`src/rtl/pareto_pool_with_roulette_pick_unit_assert.svh`:
```
// Assertion macros for the Pareto pool unit.
// Needs a clock named clk and a reset named rst in the including scope.
`ifndef PARETO_POOL_WITH_ROULETTE_PICK_UNIT_ASSERT_SVH
`define PARETO_POOL_WITH_ROULETTE_PICK_UNIT_ASSERT_SVH

// Condition holds at every edge out of reset.
`define PPR_ASSERT_ALWAYS(lbl, cond) \
  lbl: assert property (@(posedge clk) disable iff (rst) (cond)) \
    else $error("pool invariant violated");

// Antecedent implies consequent in the next cycle.
`define PPR_ASSERT_NEXT(lbl, ante, cons) \
  lbl: assert property (@(posedge clk) disable iff (rst) (ante) |=> (cons)) \
    else $error("pool sequencing violated");

// Antecedent implies consequent in the same cycle.
`define PPR_ASSERT_IMPL(lbl, ante, cons) \
  lbl: assert property (@(posedge clk) disable iff (rst) (ante) |-> (cons)) \
    else $error("pool control violated");

`endif

```
`src/rtl/ppr_pkg.sv`:
```
// Shared types and constants for the Pareto pool unit.
// No dependencies.
`default_nettype none
package ppr_pkg;

  localparam int DIV_W      = 64;
  localparam int HALF_SHIFT = 32;
  localparam int LIMIT_W    = 7;
  localparam logic [LIMIT_W-1:0] LIMIT_RESET = 7'd64;

  // field widths of tags and of scores and costs
  localparam int TAG_BITS   = 16;
  localparam int SCORE_BITS = 48;

  // opcodes
  localparam logic [1:0] OP_INSERT = 2'd0;
  localparam logic [1:0] OP_CLEAR  = 2'd1;
  localparam logic [1:0] OP_SAMPLE = 2'd2;

  // status codes
  localparam logic [2:0] ST_STORED   = 3'd0;
  localparam logic [2:0] ST_REJECTED = 3'd1;
  localparam logic [2:0] ST_CLEARED  = 3'd2;
  localparam logic [2:0] ST_SAMPLED  = 3'd3;
  localparam logic [2:0] ST_EMPTY    = 3'd4;

  typedef struct packed {
    logic [1:0]            opcode;
    logic [TAG_BITS-1:0]   entry_tag;
    logic [SCORE_BITS-1:0] entry_score;
    logic [SCORE_BITS-1:0] entry_cost;
    logic [63:0]           random_value;
  } item_t;

  typedef struct packed {
    logic [2:0]            status;
    logic [TAG_BITS-1:0]   picked_tag;
    logic [SCORE_BITS-1:0] picked_score;
    logic [TAG_BITS-1:0]   best_tag;
    logic [SCORE_BITS-1:0] best_score;
    logic [SCORE_BITS-1:0] best_cost;
    logic [6:0]            pool_count;
  } result_t;

  // divider request and response
  typedef struct packed {
    logic             start;
    logic [DIV_W-1:0] dividend;
    logic [DIV_W-1:0] divisor;
  } div_req_t;

  typedef struct packed {
    logic             done;
    logic [DIV_W-1:0] remainder;
  } div_rsp_t;

endpackage
`default_nettype wire

```
`src/rtl/ppr_divmod.sv`:
```
// Bit-serial restoring modulo unit, one quotient bit per cycle.
// Depends on ppr_pkg for the request and response structs.
`default_nettype none
module ppr_divmod (
  input  wire logic              clk,
  input  wire logic              rst,
  input  wire ppr_pkg::div_req_t req,
  output ppr_pkg::div_rsp_t      rsp
);

  localparam int W  = ppr_pkg::DIV_W;
  localparam int CW = $clog2(W + 1);

  logic          busy;
  logic [CW-1:0] steps;
  logic [W-1:0]  dvd;
  logic [W-1:0]  dsr;
  logic [W:0]    rem;
  logic          done;
  logic [W:0]    rem_sh;
  logic          fits;

  // shift in next dividend bit and trial subtract
  assign rem_sh = {rem[W-1:0], dvd[W-1]};
  assign fits   = (rem_sh >= {1'b0, dsr});

  always_ff @(posedge clk) begin
    if (rst) begin
      busy  <= 1'b0;
      done  <= 1'b0;
      steps <= '0;
    end else begin
      done <= 1'b0;
      if (req.start) begin
        busy  <= 1'b1;
        steps <= CW'(W);
        dvd   <= req.dividend;
        dsr   <= req.divisor;
        rem   <= '0;
      end else if (busy) begin
        rem   <= fits ? (rem_sh - {1'b0, dsr}) : rem_sh;
        dvd   <= {dvd[W-2:0], 1'b0};
        steps <= steps - 1'b1;
        if (steps == CW'(1)) begin
          busy <= 1'b0;
          done <= 1'b1;
        end
      end
    end
  end

  assign rsp.done      = done;
  assign rsp.remainder = rem[W-1:0];

endmodule
`default_nettype wire

```
`config.mk`:
```
export PLATFORM = sky130hd
export DESIGN_NAME = ppr_divmod
export DESIGN_NICKNAME = d
export VERILOG_FILES = /design/src/rtl/pareto_pool_with_roulette_pick_unit_assert.svh /design/src/rtl/ppr_pkg.sv /design/src/rtl/ppr_divmod.sv
export SDC_FILE = /design/constraint.sdc
export NUM_CORES = 1
export LEC_CHECK = 0
export BUFFER_PORTS_ARGS = -buffer_cell sky130_fd_sc_hd__buf_2
export CORE_MARGIN = 2
export CORE_UTILIZATION = 55
export CTS_CLUSTER_DIAMETER = 80
export DETAILED_ROUTE_END_ITERATION = 7
export PLACE_DENSITY = 0.76
export SYNTH_ARGS = -nofsm -noshare
export SYNTH_HDL_FRONTEND = slang
export SYNTH_SLANG_ARGS = --single-unit
export TNS_END_PERCENT = 20
```
`constraint.sdc`:
```
create_clock -name clk -period 23 [get_ports clk]
set_clock_uncertainty 0.15 [all_clocks]
set_input_delay 4.6 -clock clk [delete_from_list [all_inputs] [get_ports clk]]
set_output_delay 4.6 -clock clk [all_outputs]
set_load 0.1 [all_outputs]
```
## After elaboration in Yosys (flattened, before gate mapping)

Index checks and enable logic that the tools add are counted.

| word-level totals | value |
|---|---|
| flip-flop bits (word level) | 201 |
| bits of input ports | 131 |
| output and inout port bits | 65 |
| logic and storage cells | 28 |

| operators by class | value |
|---|---|
| add/sub/neg operators | 2 |
| magnitude comparators | 1 |
| equal/unequal tests | 1 |
| muxes and demuxes | 10 |
| bitwise logic cells | 2 |
| reduce and logical (&&, ||, !) cells | 5 |

Operator list:

| operator | count |
|---|---|
| 2-to-1 mux 64 bit | 4 |
| >= comparator 65 x 64 -> 1 bit | 1 |
| subtractor 64 bit | 1 |
| 2-to-1 mux 7 bit | 2 |
| equality test 7 x 1 -> 1 bit, second input constant | 1 |
| subtractor 7 x 1 -> 7 bit, second input constant | 1 |
| 2-to-1 mux 1 bit | 4 |
| AND reduction 2 bit | 2 |
| OR reduction 3 bit | 1 |
| NOT 1 bit | 2 |
| nonzero test 2 bit | 1 |
| OR reduction 2 bit | 1 |

## Depth between registers and ports, before layout

| depth | value |
|---|---|
| depth after elaboration | 4 |
| mapped depth | 16 |
| gate-level depth less buffers | 15 |

## Least setup slack after synthesis

OpenSTA, ideal clock, no wires.

| timing path | value |
|---|---|
| path type | input-to-reg |
| start point | in req[128] in the netlist's numbering |
| end point | reg dvd[0], enable pin |
| setup time | 0.616 ns |
| arrival | 10.844 ns |
| required time | 22.234 ns |
| slack | 11.389 ns |
| stages | 5 |
| path buffers | 3 |
| path through | clkbuf_1 -> clkbuf_1 -> clkbuf_1 -> nor2_1 -> nor2_1 |

| between the ends | value |
|---|---|
| longest elaborated chain between the ends | 2 |

Ends and longest elaborated chain:

| item | line | RTL |
|---|---|---|
| from (decl) | ppr_divmod.sv:7 | `input wire ppr_pkg::div_req_t req,` |
| nonzero test 2 bit (no line) | -- |  |
| AND reduction 2 bit (no line) | -- |  |
| to (signal assigned) | ppr_divmod.sv:37 | `dvd <= req.dividend;` |
| to (signal assigned) | ppr_divmod.sv:42 | `dvd <= {dvd[W-2:0], 1'b0};` |
| to (decl) | ppr_divmod.sv:16 | `logic [W-1:0] dvd;` |

Every way passes these cells.
A chain may end at the register's enable or synchronous reset.

## Final worst setup path

| timing path | value |
|---|---|
| start point | in req[128] in the netlist's numbering |
| end point | reg rem[22], enable pin |

| between the ends | value |
|---|---|
| longest elaborated chain between the ends | 2 |

Ends and longest elaborated chain:

| item | line | RTL |
|---|---|---|
| nonzero test 2 bit (no line) | -- |  |
| AND reduction 2 bit (no line) | -- |  |
| to (signal assigned) | ppr_divmod.sv:41 | `rem <= fits ? (rem_sh - {1'b0, dsr}) : rem_sh;` |
| to (decl) | ppr_divmod.sv:18 | `logic [W:0] rem;` |

Every way passes these cells.

==> results by group <==
Outcome
  • Outcome: finished clean

Timing
  • Slew headroom: 38.0%
  • Final Hold Viols: 0
  • Final setup vio count: 0
  • RSZ-0062 raised after global routing: no
  • Clock period minus worst slack: 6.99 ns
  • Slew Viols, Final: 0
  • Setup TNS: 0 ns
  • Fin crit share: 30.4%
  • Slew @ Worst Pin: 0.930 ns
  • Fmax: 143 MHz

Logic synthesis
  • Syn Area/Cell: 10.6 um2
  • Syn_nets: 1315
  • EDFF count, synth: 192
  • Cell Area, Synth: 11900 um2
  • Synth async-reset ratio: 0%
  • Synthesized flop and latch total: 201
  • Seq/Total Area, Yosys: 50.1%
  • Ys Warns: 0
  • Synth cell types: 63
  • Mapped Cells: 1117
  • Most used DFF post-synth: edfxtp_1

Route
  • First-pass DRT Iterations: 5
  • Routed vias: 8998
  • Vias per inst: 5.68
  • DRC: 0
  • Routed len/inst: 17.4 um
  • Routed wire length: 27600 um
  • First-iteration detailed-routing DRC count: 630
  • Final ANT Viol Nets: 0

Setup path
  • Worst r2r path cells: 15
  • Crit path launch type: input pin
  • Crit path DAT: 6.99 ns
  • Reg2Reg Setup Slack: 18.27 ns
  • CP required: 23.00 ns
  • CP Max Fanout: 65
  • Critical Path Start: req[128]
  • Setup CP Type: input pin to flip-flop
  • Reg-to-Reg End: rem[48]
  • Critical R2R Launch: dvd[63]
  • CP Capture Type: flip-flop

Floorplanning
  • Die Wd: 151 um
  • Die Y: 151 um
  • Initial core utilization: 56.2%
  • Num rows: 53
  • Boundary Pins: 196
  • Area of the core: 21100 um2
  • Die area: 22800 um2

Power
  • Pwr dens: 87.4 nW/um2
  • Pleak: 5.80 nW
  • Max IR drop VDD: 0.0000502 V

GRT
  • Largest net degree at the start of global routing: 78
  • GRT Resource Usage Total: 24.3%
  • GR Overflow Total: 0
  • Initial antenna violation count: 8
  • Vias in the first global route: 8719
  • First-pass GRT wire length: 43700 um

Clocking
  • CTS buffer count: 23
  • H-tree depth: 1
  • Post-CTS Hold Buffers: 0
  • Setup Buffers After CTS: 0
  • Skew-Pair Late Insertion Delay: 0.53 ns
  • Number of gates resized after cts: 0
  • Clock-pin slew on the worst setup and hold paths: 0.06 ns
  • Clock root buffer master: clkbuf_16
  • CTS tree: built
  • CTS sink count: 201
  • Clk buf depth: 3

Placed design
  • HPWL Detailed: 19900 um
  • Port Buffer Count: 195
  • Gp weighted congestion: 0.884

Final layout
  • Area Overhead vs Synth: 15.7%
  • Fin util: 65.0%
  • Nets: 1487
  • Fraction of layout cells with a size suffix above 1: 24.1%

Hold path
  • WHS Path Cells: 2
  • Hold endpoint: steps[1]
  • Hold_sp: steps[1]
  • Worst Hold Class: flip-flop to flip-flop

Run
  • Max-cap viol count: 0
cells by family (layout without fill, tap and decap cells):
kind of cell / Yosys count / after routing / share of synthesized area (%)
AOI/OAI and AO/OA: 274 / 274 / 14.5
xor gates and xnor gates: 65 / 65 / 4.80
adders and majority gates: 67 / 67 / 7.13
buffers and inverters: 140 / 329 / 5.07
DFF: 201 / 201 / 50.1
muxes: 75 / 75 / 7.00
other: 0 / 3 / 0
and+or+nand+nor: 295 / 295 / 11.3
per-layer routing:
metal	global-route usage, %	wire length (um)	vias to the layer above
met4	7.94	771	10
met5	0	58	-
met3	7.59	2730	54
li1	-	-	4390
met1	31.6	11500	4211
met2	38.8	12600	333
per-stage QoR:
stage / power [W] / instance area, um2 / hold slack, ns / setup slack, ns / cells
after floorplan: 0.000772 / 11900 / 0.319 / 11.39 / 1117
after global placement: 0.000838 / 13000 / 0.331 / 15.51 / 1539
after detailed placement: 0.000845 / 13000 / 0.343 / 15.46 / 1539
after CTS: 0.00121 / 13700 / 0.348 / 16.02 / 1581
after global routing: 0.00126 / 13700 / 0.391 / 15.78 / 1581
final: 0.00120 / 13700 / 0.344 / 16.01 / 1584
worst max-delay path, stage by stage:
cell    delay (ns)
buf_4         0.53
nor2_1        0.18
nor2_4        0.11
buf_4         0.62
buf_4         0.79
where the power goes:
part	internal (W)	switching [W]	leakage (nW)
Sequential	0.000441	0.0000179	1.91
Clock	0.000208	0.000151	0.356
Combinational	0.000124	0.000257	3.53
Total	0.000773	0.000425	5.80
flip-flops by register name, indices dropped and copies added, names as in the netlist:
register / flops
dvd: 64
done: 1
steps: 7
busy: 1
dsr: 64
rem: 64
worst max path at each step:
stage,to,depth (start not counted)
after global placement,rem[7],5
after floorplan,dvd[0],5
after detailed placement,rem[10],5
after global routing,rem[21],5
after CTS,rem[14],5
final,rem[22],5
cells in the mapped netlist, types with 20 or more instances:
| master | instances | share of area (%) |
|---|---|---|
| clkbuf_1 | 36 | 1.1 |
| ha_1 | 66 | 7.0 |
| a21oi_1 | 113 | 4.8 |
| nor2_1 | 131 | 4.1 |
| o21ai_1 | 21 | 0.89 |
| edfxtp_1 | 192 | 49 |
| nand2_1 | 66 | 2.1 |
| mux2_2 | 63 | 6.0 |
| inv_1 | 86 | 2.7 |
| xor2_1 | 20 | 1.5 |
| a21o_1 | 30 | 1.9 |
| o21ai_0 | 31 | 1.3 |
| nand3_1 | 21 | 0.89 |
| xnor2_1 | 45 | 3.3 |
layout make-up:
cell class | instances | area (um2)
Antenna cell | 3 | 7.51
Inverter | 86 | 323
Sequential cell | 201 | 5950
Fill cell | 1714 | 7370
Clock buffer | 27 | 591
Multi-Input combinational cell | 776 | 5340
Clock inverter | 15 | 144
Tap cell | 275 | 344
Timing Repair Buffer | 201 | 1020
cells in the final DEF (no fill, tap or decap), types with 6 or more instances in the layout:
cell and instances:
buf_2 194, and3_1 11, a21o_1 30, nor2_1 129, nand2b_1 7, xor2_1 20, o21ai_1 21, edfxtp_1 192
xnor2_1 45, inv_1 86, nand2_1 66, mux2_2 63, a211oi_1 6, mux2i_1 12, o21ai_0 31, nor3_1 8
dfxtp_1 9, nand4_1 17, a21oi_1 113, clkbuf_16 23, o21bai_1 17, and2_1 10, nand3_1 21, ha_1 66
buf_4 7
(Power assumes the default switching activity.)
